### src/rtl/hsfc_pkg.sv
`timescale 1ns / 1ps
// ----------------------------------------------------------------------------
// hsfc_pkg: shared types and constants of the sensor frame checker
// Byte positions, check codes, the frame record passed from front to back,
// the CRC-8 step and the divide-by-full-scale helper.
// ----------------------------------------------------------------------------
package hsfc_pkg;

  typedef enum logic [1:0] {
    CHECK_OK         = 2'd0,
    CHECK_FIRST_BAD  = 2'd1,
    CHECK_SECOND_BAD = 2'd2
  } check_e;

  typedef enum logic {
    KIND_MEASURE = 1'b0,
    KIND_STATUS  = 1'b1
  } kind_e;

  // byte positions inside a frame
  localparam logic [2:0] POS_FIRST_HI  = 3'd0;
  localparam logic [2:0] POS_FIRST_LO  = 3'd1;
  localparam logic [2:0] POS_FIRST_CRC = 3'd2;
  localparam logic [2:0] POS_SECOND_HI = 3'd3;
  localparam logic [2:0] POS_SECOND_LO = 3'd4;

  localparam logic [7:0] CRC_POLY = 8'h31;
  localparam logic [7:0] CRC_INIT = 8'hFF;

  localparam int unsigned TEMP_SCALE  = 17500;
  localparam int unsigned HUM_SCALE   = 10000;
  localparam int unsigned TEMP_OFFSET = 4500;
  localparam int unsigned FULL_SCALE  = 65535;

  localparam int unsigned QUEUE_DEPTH = 2;
  localparam int unsigned QUEUE_PTR_W = $clog2(QUEUE_DEPTH);

  typedef struct packed {
    check_e      check;
    logic [15:0] first_word;
    logic [15:0] second_word;
    logic        convert;
  } frame_t;

  function automatic logic [7:0] crc8_update(input logic [7:0] crc, input logic [7:0] b);
    logic [7:0] c;
    c = crc ^ b;
    for (int i = 0; i < 8; i++) begin
      c = c[7] ? ((c << 1) ^ CRC_POLY) : (c << 1);
    end
    return c;
  endfunction

  // floor(p / 65535) for p below 2^31 with a quotient below 2^15
  function automatic logic [14:0] div_full_scale(input logic [30:0] p);
    logic [14:0] q0;
    logic [16:0] sum;
    q0  = p[30:16];
    sum = {2'b00, q0} + {1'b0, p[15:0]};
    return q0 + {14'd0, (sum >= 17'(FULL_SCALE))};
  endfunction

endpackage

### src/rtl/hsfc_front.sv
`timescale 1ns / 1ps
// ----------------------------------------------------------------------------
// hsfc_front: byte tracker
// Follows the byte position, runs the CRC and collects the words; on the
// last byte of a frame it pushes a finished frame record into the queue.
// ----------------------------------------------------------------------------
module hsfc_front (
  input  logic                  clk_i,
  input  logic                  rst_ni,
  input  logic                  accept_i,
  input  logic [7:0]            rx_byte_i,
  input  logic                  frame_start_i,
  input  hsfc_pkg::kind_e       frame_kind_i,
  output logic                  push_o,
  output hsfc_pkg::frame_t      frame_o
);

  logic [2:0]  pos_q, pos_d, pos_eff;
  logic [7:0]  crc_q, crc_d, crc_eff, crc_next;
  logic [15:0] first_q, first_d;
  logic [15:0] second_q, second_d;
  logic        bad_q, bad_d, bad_eff;

  always_ff @(posedge clk_i or negedge rst_ni) begin
    if (!rst_ni) begin
      pos_q    <= 3'd0;
      crc_q    <= hsfc_pkg::CRC_INIT;
      first_q  <= 16'd0;
      second_q <= 16'd0;
      bad_q    <= 1'b0;
    end else begin
      pos_q    <= pos_d;
      crc_q    <= crc_d;
      first_q  <= first_d;
      second_q <= second_d;
      bad_q    <= bad_d;
    end
  end

  always_comb begin
    // a frame start drops whatever partial frame is in progress
    pos_eff  = frame_start_i ? hsfc_pkg::POS_FIRST_HI : pos_q;
    crc_eff  = frame_start_i ? hsfc_pkg::CRC_INIT : crc_q;
    bad_eff  = frame_start_i ? 1'b0 : bad_q;
    crc_next = hsfc_pkg::crc8_update(crc_eff, rx_byte_i);

    pos_d    = pos_q;
    crc_d    = crc_q;
    first_d  = first_q;
    second_d = second_q;
    bad_d    = bad_q;
    push_o   = 1'b0;
    frame_o  = '{check: hsfc_pkg::CHECK_OK, first_word: first_q,
                 second_word: second_q, convert: 1'b0};

    if (accept_i) begin
      pos_d = pos_eff + 3'd1;
      crc_d = crc_eff;
      bad_d = bad_eff;
      if (frame_kind_i == hsfc_pkg::KIND_STATUS) begin
        if (pos_eff == hsfc_pkg::POS_FIRST_HI) begin
          first_d  = {rx_byte_i, 8'h00};
          second_d = 16'd0;
        end else if (pos_eff == hsfc_pkg::POS_FIRST_LO) begin
          first_d = {first_q[15:8], rx_byte_i};
        end
        if (pos_eff < hsfc_pkg::POS_FIRST_CRC) begin
          crc_d = crc_next;
        end else begin
          push_o             = 1'b1;
          frame_o.check      = (crc_eff == rx_byte_i) ? hsfc_pkg::CHECK_OK
                                                      : hsfc_pkg::CHECK_FIRST_BAD;
          frame_o.second_word = 16'd0;
          pos_d              = 3'd0;
          crc_d              = hsfc_pkg::CRC_INIT;
          bad_d              = 1'b0;
        end
      end else begin
        unique case (pos_eff)
          hsfc_pkg::POS_FIRST_HI: begin
            first_d = {rx_byte_i, 8'h00};
            crc_d   = crc_next;
          end
          hsfc_pkg::POS_FIRST_LO: begin
            first_d = {first_q[15:8], rx_byte_i};
            crc_d   = crc_next;
          end
          hsfc_pkg::POS_FIRST_CRC: begin
            bad_d = (crc_eff != rx_byte_i);
            crc_d = hsfc_pkg::CRC_INIT;
          end
          hsfc_pkg::POS_SECOND_HI: begin
            second_d = {rx_byte_i, 8'h00};
            crc_d    = crc_next;
          end
          hsfc_pkg::POS_SECOND_LO: begin
            second_d = {second_q[15:8], rx_byte_i};
            crc_d    = crc_next;
          end
          default: begin
            push_o = 1'b1;
            if (bad_eff) begin
              frame_o.check = hsfc_pkg::CHECK_FIRST_BAD;
            end else if (crc_eff != rx_byte_i) begin
              frame_o.check = hsfc_pkg::CHECK_SECOND_BAD;
            end else begin
              frame_o.check   = hsfc_pkg::CHECK_OK;
              frame_o.convert = 1'b1;
            end
            pos_d = 3'd0;
            crc_d = hsfc_pkg::CRC_INIT;
            bad_d = 1'b0;
          end
        endcase
      end
    end
  end

endmodule

### src/rtl/hsfc_queue.sv
`timescale 1ns / 1ps
// ----------------------------------------------------------------------------
// hsfc_queue: frame record queue
// Short FIFO of finished frame records between the byte tracker and the
// conversion pipeline.
// ----------------------------------------------------------------------------
module hsfc_queue (
  input  logic             clk_i,
  input  logic             rst_ni,
  input  logic             push_i,
  input  hsfc_pkg::frame_t push_data_i,
  input  logic             pop_i,
  output logic             valid_o,
  output logic             full_o,
  output hsfc_pkg::frame_t pop_data_o
);

  hsfc_pkg::frame_t                   entry_q [hsfc_pkg::QUEUE_DEPTH];
  logic [hsfc_pkg::QUEUE_PTR_W-1:0]   wr_ptr_q, wr_ptr_d;
  logic [hsfc_pkg::QUEUE_PTR_W-1:0]   rd_ptr_q, rd_ptr_d;
  logic [hsfc_pkg::QUEUE_PTR_W:0]     count_q, count_d;
  logic                               do_push, do_pop;

  localparam logic [hsfc_pkg::QUEUE_PTR_W-1:0] LastPtr =
    hsfc_pkg::QUEUE_PTR_W'(hsfc_pkg::QUEUE_DEPTH - 1);
  localparam logic [hsfc_pkg::QUEUE_PTR_W:0] FullCount =
    (hsfc_pkg::QUEUE_PTR_W + 1)'(hsfc_pkg::QUEUE_DEPTH);

  assign valid_o    = (count_q != '0);
  assign full_o     = (count_q == FullCount);
  assign pop_data_o = entry_q[rd_ptr_q];
  assign do_push    = push_i && !full_o;
  assign do_pop     = pop_i && valid_o;

  always_comb begin
    wr_ptr_d = wr_ptr_q;
    rd_ptr_d = rd_ptr_q;
    count_d  = count_q;
    if (do_push) begin
      wr_ptr_d = (wr_ptr_q == LastPtr) ? '0 : wr_ptr_q + 1'b1;
    end
    if (do_pop) begin
      rd_ptr_d = (rd_ptr_q == LastPtr) ? '0 : rd_ptr_q + 1'b1;
    end
    if (do_push && !do_pop) begin
      count_d = count_q + 1'b1;
    end else if (do_pop && !do_push) begin
      count_d = count_q - 1'b1;
    end
  end

  always_ff @(posedge clk_i or negedge rst_ni) begin
    if (!rst_ni) begin
      wr_ptr_q <= '0;
      rd_ptr_q <= '0;
      count_q  <= '0;
    end else begin
      wr_ptr_q <= wr_ptr_d;
      rd_ptr_q <= rd_ptr_d;
      count_q  <= count_d;
    end
  end

  always_ff @(posedge clk_i) begin
    if (do_push) begin
      entry_q[wr_ptr_q] <= push_data_i;
    end
  end

endmodule

### src/rtl/hsfc_back.sv
`timescale 1ns / 1ps
// ----------------------------------------------------------------------------
// hsfc_back: conversion pipeline
// Stage one scales the raw words, stage two divides by full scale, applies
// the temperature offset and loads the output register.
// ----------------------------------------------------------------------------
module hsfc_back (
  input  logic                clk_i,
  input  logic                rst_ni,
  input  logic                job_valid_i,
  input  hsfc_pkg::frame_t    job_i,
  output logic                job_pop_o,
  input  logic                out_stall_i,
  output logic                out_valid_o,
  output logic [1:0]          check_result_o,
  output logic [15:0]         first_word_o,
  output logic [15:0]         second_word_o,
  output logic signed [14:0]  temperature_centi_o,
  output logic [13:0]         humidity_centi_o
);

  logic             s1_valid_q;
  hsfc_pkg::frame_t s1_job_q;
  logic [30:0]      s1_temp_prod_q;
  logic [29:0]      s1_hum_prod_q;
  logic             out_valid_q;
  hsfc_pkg::frame_t out_job_q;
  logic [14:0]      out_temp_q, out_temp_d;
  logic [13:0]      out_hum_q, out_hum_d;
  logic             out_ready, s1_ready;
  logic [14:0]      temp_raw, hum_raw;
  logic [15:0]      temp_off;

  assign out_ready = !out_valid_q || !out_stall_i;
  assign s1_ready  = !s1_valid_q || out_ready;
  assign job_pop_o = job_valid_i && s1_ready;

  always_comb begin
    temp_raw = hsfc_pkg::div_full_scale(s1_temp_prod_q);
    hum_raw  = hsfc_pkg::div_full_scale({1'b0, s1_hum_prod_q});
    temp_off = {1'b0, temp_raw} - 16'(hsfc_pkg::TEMP_OFFSET);
    // zero both readings on CRC error or status frame
    out_temp_d = s1_job_q.convert ? temp_off[14:0] : 15'd0;
    out_hum_d  = s1_job_q.convert ? hum_raw[13:0] : 14'd0;
  end

  always_ff @(posedge clk_i or negedge rst_ni) begin
    if (!rst_ni) begin
      s1_valid_q  <= 1'b0;
      out_valid_q <= 1'b0;
    end else begin
      if (s1_ready) begin
        s1_valid_q <= job_valid_i;
      end
      if (out_ready) begin
        out_valid_q <= s1_valid_q;
      end
    end
  end

  always_ff @(posedge clk_i) begin
    if (job_pop_o) begin
      s1_job_q       <= job_i;
      s1_temp_prod_q <= 31'(hsfc_pkg::TEMP_SCALE) * {15'd0, job_i.first_word};
      s1_hum_prod_q  <= 30'(hsfc_pkg::HUM_SCALE) * {14'd0, job_i.second_word};
    end
    if (out_ready && s1_valid_q) begin
      out_job_q  <= s1_job_q;
      out_temp_q <= out_temp_d;
      out_hum_q  <= out_hum_d;
    end
  end

  assign out_valid_o         = out_valid_q;
  assign check_result_o      = out_job_q.check;
  assign first_word_o        = out_job_q.first_word;
  assign second_word_o       = out_job_q.second_word;
  assign temperature_centi_o = out_temp_q;
  assign humidity_centi_o    = out_hum_q;

endmodule

### src/rtl/humidity_sensor_frame_checker_core.sv
`timescale 1ns / 1ps
// ----------------------------------------------------------------------------
// humidity_sensor_frame_checker_core: sensor frame CRC check and conversion
// Checks CRC-8 protected words from the sensor and converts readings.
// ----------------------------------------------------------------------------
// Usage:
//   Input channel: one received byte per request (rx_byte_i), frame_start_i
//   marks the first byte of a frame and drops any partial frame.
//   Output channel: one request per complete frame, after its last byte:
//   check code, both raw words, temperature and humidity in hundredths.
//   Config channel: cfg_data_i selects the frame kind (0 six-byte measure,
//   1 three-byte status); write only while the block is idle.
//   Throughput: one byte per cycle while in_stall_o is low. The byte
//   tracker handles a byte in the cycle it is taken; frame records cross a
//   two-entry queue into a two-stage conversion pipeline (scale multiply,
//   then divide by full scale), so a result passes the queue, the stage-one
//   register and the output register before it shows on out_valid_o.
//   Output stall holds the result register; the pipeline and queue fill,
//   and in_stall_o rises only once the queue is full.
//   Reset: frame kind measure, byte position zero, CRC 0xFF, no results.
// ----------------------------------------------------------------------------
module humidity_sensor_frame_checker_core (
  input  logic                clk_i,
  input  logic                rst_ni,
  input  logic                in_valid_i,
  output logic                in_stall_o,
  input  logic [7:0]          rx_byte_i,
  input  logic                frame_start_i,
  input  logic                cfg_valid_i,
  output logic                cfg_ready_o,
  input  logic                cfg_data_i,
  output logic                out_valid_o,
  input  logic                out_stall_i,
  output logic [1:0]          check_result_o,
  output logic [15:0]         first_word_o,
  output logic [15:0]         second_word_o,
  output logic signed [14:0]  temperature_centi_o,
  output logic [13:0]         humidity_centi_o
);

  hsfc_pkg::kind_e  frame_kind_q;
  logic             in_accept;
  logic             push;
  hsfc_pkg::frame_t push_frame;
  logic             queue_valid, queue_full, queue_pop;
  hsfc_pkg::frame_t queue_frame;

  assign cfg_ready_o = 1'b1;
  assign in_stall_o  = queue_full;
  assign in_accept   = in_valid_i && !in_stall_o;

  always_ff @(posedge clk_i or negedge rst_ni) begin
    if (!rst_ni) begin
      frame_kind_q <= hsfc_pkg::KIND_MEASURE;
    end else if (cfg_valid_i && cfg_ready_o) begin
      frame_kind_q <= hsfc_pkg::kind_e'(cfg_data_i);
    end
  end

  hsfc_front u_front (
    .clk_i         (clk_i),
    .rst_ni        (rst_ni),
    .accept_i      (in_accept),
    .rx_byte_i     (rx_byte_i),
    .frame_start_i (frame_start_i),
    .frame_kind_i  (frame_kind_q),
    .push_o        (push),
    .frame_o       (push_frame)
  );

  hsfc_queue u_queue (
    .clk_i       (clk_i),
    .rst_ni      (rst_ni),
    .push_i      (push),
    .push_data_i (push_frame),
    .pop_i       (queue_pop),
    .valid_o     (queue_valid),
    .full_o      (queue_full),
    .pop_data_o  (queue_frame)
  );

  hsfc_back u_back (
    .clk_i               (clk_i),
    .rst_ni              (rst_ni),
    .job_valid_i         (queue_valid),
    .job_i               (queue_frame),
    .job_pop_o           (queue_pop),
    .out_stall_i         (out_stall_i),
    .out_valid_o         (out_valid_o),
    .check_result_o      (check_result_o),
    .first_word_o        (first_word_o),
    .second_word_o       (second_word_o),
    .temperature_centi_o (temperature_centi_o),
    .humidity_centi_o    (humidity_centi_o)
  );

endmodule

### config.mk
export PLATFORM = sky130hd
export DESIGN_NAME = humidity_sensor_frame_checker_core
export DESIGN_NICKNAME = d
export VERILOG_FILES = /design/src/rtl/hsfc_pkg.sv /design/src/rtl/hsfc_front.sv /design/src/rtl/hsfc_queue.sv /design/src/rtl/hsfc_back.sv /design/src/rtl/humidity_sensor_frame_checker_core.sv
export SDC_FILE = /design/constraint.sdc
export NUM_CORES = 1
export LEC_CHECK = 0
export ABC_AREA = 0
export BUFFER_PORTS_ARGS = -buffer_cell sky130_fd_sc_hd__buf_2
export CORE_UTILIZATION = 34
export CTS_CLUSTER_SIZE = 28
export DETAILED_ROUTE_END_ITERATION = 10
export SLEW_MARGIN = 30
export SYNTH_ARGS = -nofsm -noshare
export SYNTH_HDL_FRONTEND = slang
export SYNTH_SLANG_ARGS = --single-unit
### constraint.sdc
create_clock -name clk_i -period 5.4 [get_ports clk_i]
set_clock_uncertainty 0.2 [all_clocks]
set_input_delay 1.35 -clock clk_i [delete_from_list [all_inputs] [get_ports clk_i]]
set_output_delay 1.35 -clock clk_i [all_outputs]
set_load 0.01 [all_outputs]
* Yosys cells after proc, flatten, opt, wreduce, memory -nomap -nowiden *
Memory sizes are Yosys's and may differ from the RTL's.
Index checks and enable logic that the tools add are counted.

word-level totals
  memories = 1
  logic and storage cells = 137
  register bits = 204
  output and inout port bits = 66
  RAM bits = 70
  bits of input ports = 15

cells by class
  $add $sub $neg = 10
  equality and inequality tests = 10
  $mul = 2
  $lt $le $gt $ge = 3
  muxes and demuxes = 51
  reductions and logical operators = 27
  bitwise gates (word level) = 9

memory list
  memory           words  width  read ports  clocked after Yosys merged registers in  write ports  RTL line          source
  u_queue.entry_q  2      35     1           0                                        1            hsfc_queue.sv:18  hsfc_pkg::frame_t entry_q [hsfc_pkg::QUEUE_DEPTH];

operator list
  operator                  number
  $mux W16                  6
  $pmux W16 S2              2
  $mux W6                   8
  $mux W8                   5
  $ge A17 B16 Y1 const B    2
  $mul A13 B16 Y29 const A  1
  $mul A10 B16 Y26 const A  1
  $not A3 Y3                8
  $add A14 B16 Y17          1
  $add A15 B16 Y17          1
  $mux W17                  1
  $mux W1                   16
  $mux W2                   8
  $add A15 B1 Y15           1
  $sub A15 B13 Y15 const B  1
  $add A14 B1 Y14           1
  $mux W3                   4
  $eq A8 B8 Y1              1
  $ne A8 B8 Y1              1
  $reduce_bool A2 Y1        4
  $xor A8 B8 Y8             1
  $logic_and A1 B1 Y1       7
  $eq A3 B2 Y1 const B      2
  $logic_not A1 Y1          6
  19 further kinds          23

* Longest topological paths before layout *
  depth after elaboration = 20
  depth in mapped cells = 23
  gate-level depth less buffers = 20

* Cells and area by module *
A second synthesis with hierarchy kept.

unflattened totals
  cells, all modules = 1,439
  area, all modules = 17,465.5 sq um

modules (own cells, without submodules)
  module                              seq. area each (sq um)  instances  area an instance (sq um)  cells an instance
  hsfc_back                           4,494.3                 1          12,099.1                  1,066
  hsfc_queue                          2,202.1                 1          2,876.5                   128
  hsfc_front                          1,111.1                 1          2,432.3                   240
  humidity_sensor_frame_checker_core  25.0                    1          57.6                      5

* Least setup slack after synthesis *
No wires, ideal clock.

  path kind = input-to-reg
  from = input port out_stall_i
  to = register u_back.out_job_q (netlist bit u_back.check_result_o[0]), enable pin
  slack = -1,300 ps
  setup time = 580 ps
  arrival = 5,920 ps
  cell stages on the path = 1
  path through = a21boi_0

on the way
  cells in the longest elaborated chain, start to end = 3

ends and longest elaborated chain
  element                 RTL line                                  source
  start: declaration      humidity_sensor_frame_checker_core.sv:33  input logic out_stall_i,
  $logic_not A1 Y1        hsfc_back.sv:34                           assign out_ready = !out_valid_q || !out_stall_i;
  $logic_or A1 B1 Y1      hsfc_back.sv:34
  $logic_and A1 B1 Y1     hsfc_back.sv:67                           if (out_ready && s1_valid_q) begin
  end signal: assignment  hsfc_back.sv:68                           out_job_q <= s1_job_q;
  end: declaration        hsfc_back.sv:27                           hsfc_pkg::frame_t out_job_q;

Every way passes these cells.
A chain may end at the register's enable or synchronous reset.

==> run_results.csv <==
group,metric,value,unit
status,status,"complete, but fails checks",
status,failed_checks,"negative setup slack",
final_layout,layout.nets,1915,
critical_path,path_class,"flip-flop to flip-flop",
floorplanning,die_area,51100,sq um
sta,fin_crit,5.41,ns
placed_design,gp_congestion,0.837,
sta,hold-worst-slack,0.217,ns
placed_design,place_area,18900,sq um
floorplanning,rows,81,
routing,avgViaCountPerCell,4.69,
sta,max_freq,185,MHz
critical_path,critPathMaxStageDelay,0.54,ns
clock_network,cts_tree,"done",
critical_path,critPathMaxFanout,7,
routing,drt-total-wl,35300,um
clock_network,clock_path_buffers,3,
floorplanning,io_pins,81,
yosys,synth_area_per_cell,12.1,sq um
yosys,synth_async_sr_flop_share,19.0,%
critical_path,crit_path_top_delay_cell,"fa_1",
critical_path,cp_common_cell,"fa_1",
yosys,syn_inst,1417,
routing,antenna_left,0,
final_layout,drive_gt1_share,24.3,%
hold_path,hp-class,"flip-flop to flip-flop",
routing,wire_per_inst,15.3,um
global_route,grt-ovfl-total,0,
floorplanning,die-width,226,um
sta,hold_viol_final,0,
floorplanning,core_area,49300,sq um
hold_path,holdPathStages,0,
yosys,synth_cell_types,74,
sta,period_share,100,%
global_route,antenna_found_initial,0,
clock_network,clkTransAtPathRegs,0.06,ns
final_layout,fillers,4611,
critical_path,worst-r2r-cell-count,20,
sta,tightest_slew,0.922,ns
final_layout,synthToLayoutAreaGrowth,23.5,%
global_route,grt_pass1_wl,56400,um
routing,via_count,10828,
critical_path,cp_cell_sequence,"buf_12 -> mux2_4 -> ha_4 -> inv_4 -> fa_1 -> inv_1 -> ha_1 -> fa_1 -> inv_2 -> fa_1 -> inv_2 -> ha_4 -> nand3_2 -> o211ai_1 -> a31oi_2 -> or4_4 -> a211oi_4 -> o31a_1 -> nor2_1 -> xnor2_1",
sta,setup_violations,1,
final_layout,layoutNonFillerInstCount,2308,
yosys,ys_seq_area_share,45.9,%
clock_network,cts_buffers,35,
critical_path,setup.worst_path.start_class,"flip-flop",
job,maxCapViolations,0,
global_route,grt_pass1_vias,10925,
clock_network,clock-sinks,269,
sta,drv_slew,0,
floorplanning,initial_core_util,34.7,%
placed_design,dp.cells,2216,
floorplanning,die_y,226,um
yosys,ys_warn_count,0,
routing,drc_errors,0,
clock_network,clkLatencyLatePin,0.55,ns
critical_path,ff2ff_setup_slack,-0.01,ns
yosys,synth_nets,1715,
yosys,ys.flop_type,"edfxtp_1",
final_layout,num_antenna_cells,0,
placed_design,port_buffers,79,
clock_network,cts_root_buf,"clkbuf_16",
yosys,synth_area,17100,sq um
yosys,synth_seq_cells,269,
placed_design,hpwlAfterDp,26100,um
global_route,grt_usage,14.0,%
sta,relSlewSlack,38.5,%
critical_path,endpoint_kind,"flip-flop",
critical_path,worst-endpoint-required,5.47,ns
routing,firstDrtPassIters,5,
global_route,grt_max_degree,75,
sta,worst_slack,-0.00975,ns
routing,initialDrtViolationCount,456,
yosys,synth_edf_count,218,
critical_path,arrival,5.48,ns
sta,rsz0062_at_grt,"yes",
final_layout,design_area,21100,sq um
clock_network,cts-htree-levels,2,
[what timing repair did]
action	4_1_cts	5_1_grt
hold buffers	0	0
setup buffers	4	24
gates resized for setup	23	121
pin swaps	6	49
setup endpoints to repair	8	12
gates cloned	0	1
[cell usage in the layout (no fill, tap or decap), drive strengths merged, types with 4 or more instances in the layout]
cell type,netlist,layout
nand2b,17,17
a211oi,9,9
nor3,14,14
o22ai,4,4
a21oi,61,61
ha,201,201
nand2,51,51
o21a,8,8
nand4,6,6
a21o,21,21
buf,5,189
xnor2,61,61
mux2i,25,25
and3,12,12
edfxtp,218,218
clkinv,0,13
a22o,16,16
a21boi,7,7
o21bai,10,10
nand3,30,30
dfstp,8,8
mux2,23,23
and2,40,40
dfrtp,43,43
o211ai,7,7
o21ai,39,39
nor2b,8,8
o31ai,7,7
clkbuf,22,42
xor2,36,36
inv,215,219
nor2,53,53
a31oi,9,9
fa,82,82
[cells by family after synthesis]
logic type	Yosys count	synth area share [%]
AND/OR/NAND/NOR	251	7.57
XOR/XNOR	97	4.97
buffers and inverters	242	5.36
adder cells (fa/ha/maj)	284	24.4
multiplexers	48	2.98
AO/OA/AOI/OAI	225	8.83
other	1	0.0220
flip-flops	269	45.9
[sequential cells by signal, indices dropped and copies added, names as in the netlist, 3 cells and up]
name                        count
u_front.second_q               16
u_front.first_q                16
u_back.second_word_o           16
u_back.s1_hum_prod_q           22
u_back.first_word_o            16
u_back.s1_temp_prod_q          28
u_back.temperature_centi_o     15
u_front.crc_q                   8
u_front.pos_q                   3
u_queue.entry_q                70
u_back.s1_job_q                35
u_back.humidity_centi_o        14
[worst max-delay path, delay by kind of cell (launching register included)]
kind,cells,cell delay [ns]
AOI/OAI and AO/OA,4,0.71
xor gates and xnor gates,1,0.11
adders and majority gates,6,2.43
buffers and inverters,5,0.32
DFF,1,0.45
muxes,1,0.34
and+or+nand+nor,3,0.59
[per-layer routing]
metal	GRT usage (%)	share of wire, %	wire length, um	up-vias
li1	-	-	-	5364
met1	18.8	47	16700	5236
met4	3.75	2.0	695	0
met3	2.62	3.6	1260	51
met2	22.9	47	16700	177
met5	0	0	0	-
[final timing paths]
check,from,end
max reg2reg,u_queue.rd_ptr_q,u_back.s1_temp_prod_q[28]
min,u_back.s1_job_q[15],u_back.second_word_o[14]
min in group asynchronous,rst_ni,u_back.out_valid_o
min reg2reg,u_back.s1_job_q[15],u_back.second_word_o[14]
max,u_queue.rd_ptr_q,u_back.s1_temp_prod_q[28]
max in group asynchronous,rst_ni,u_queue.rd_ptr_q
[cells in the mapped netlist (3+ instances only)]
master	count	area share [%]
edfxtp_1	218	38
inv_1	215	4.7
ha_1	201	15
fa_1	82	9.6
xnor2_1	61	3.1
a21oi_1	60	1.8
nor2_1	53	1.2
nand2_1	51	1.1
dfrtp_1	43	6.3
and2_1	39	1.4
o21ai_0	37	1.1
xor2_1	36	1.8
nand3_1	30	0.88
mux2i_1	25	1.5
mux2_2	23	1.5
clkbuf_1	22	0.48
a21o_1	21	0.92
a22o_1	16	0.82
nand2b_1	16	0.59
nor3_1	13	0.38
and3_1	12	0.44
o21bai_1	10	0.44
a31oi_1	9	0.33
a211oi_1	8	0.35
dfstp_2	8	1.2
nor2b_1	8	0.29
o21a_1	8	0.35
a21boi_0	7	0.31
o31ai_1	7	0.31
nand4_1	6	0.22
o211ai_1	6	0.26
o22ai_1	4	0.15
a211o_1	3	0.15
buf_2	3	0.088
nor3b_1	3	0.13
nor4_1	3	0.11
o2111ai_1	3	0.15
or3_1	3	0.11
[stage by stage]
step	utilization [%]	setup slack [ns]	setup TNS (ns)
final	42.8	-0.00975	-0.00975
after CTS	41.1	-0.0176	-0.0312
after global routing	42.8	-0.207	-1.01
after detailed placement	38.4	-0.0753	-0.345
after global placement	38.4	-0.00677	-0.00677
after floorplan	-	0.00197	0
[layout make-up]
class	count	area, sq um	area share (%)
repair buffers	190	1350	6.38
well taps	664	831	3.94
flip-flops and latches	269	7830	37.2
multi-input cells	906	9080	43.1
clock buffers	41	961	4.56
clock inverters	23	221	1.05
inverters	215	811	3.85
Power is not shown: default switching activity piles up to over one toggle a cycle in this logic, so the estimate is an artifact.
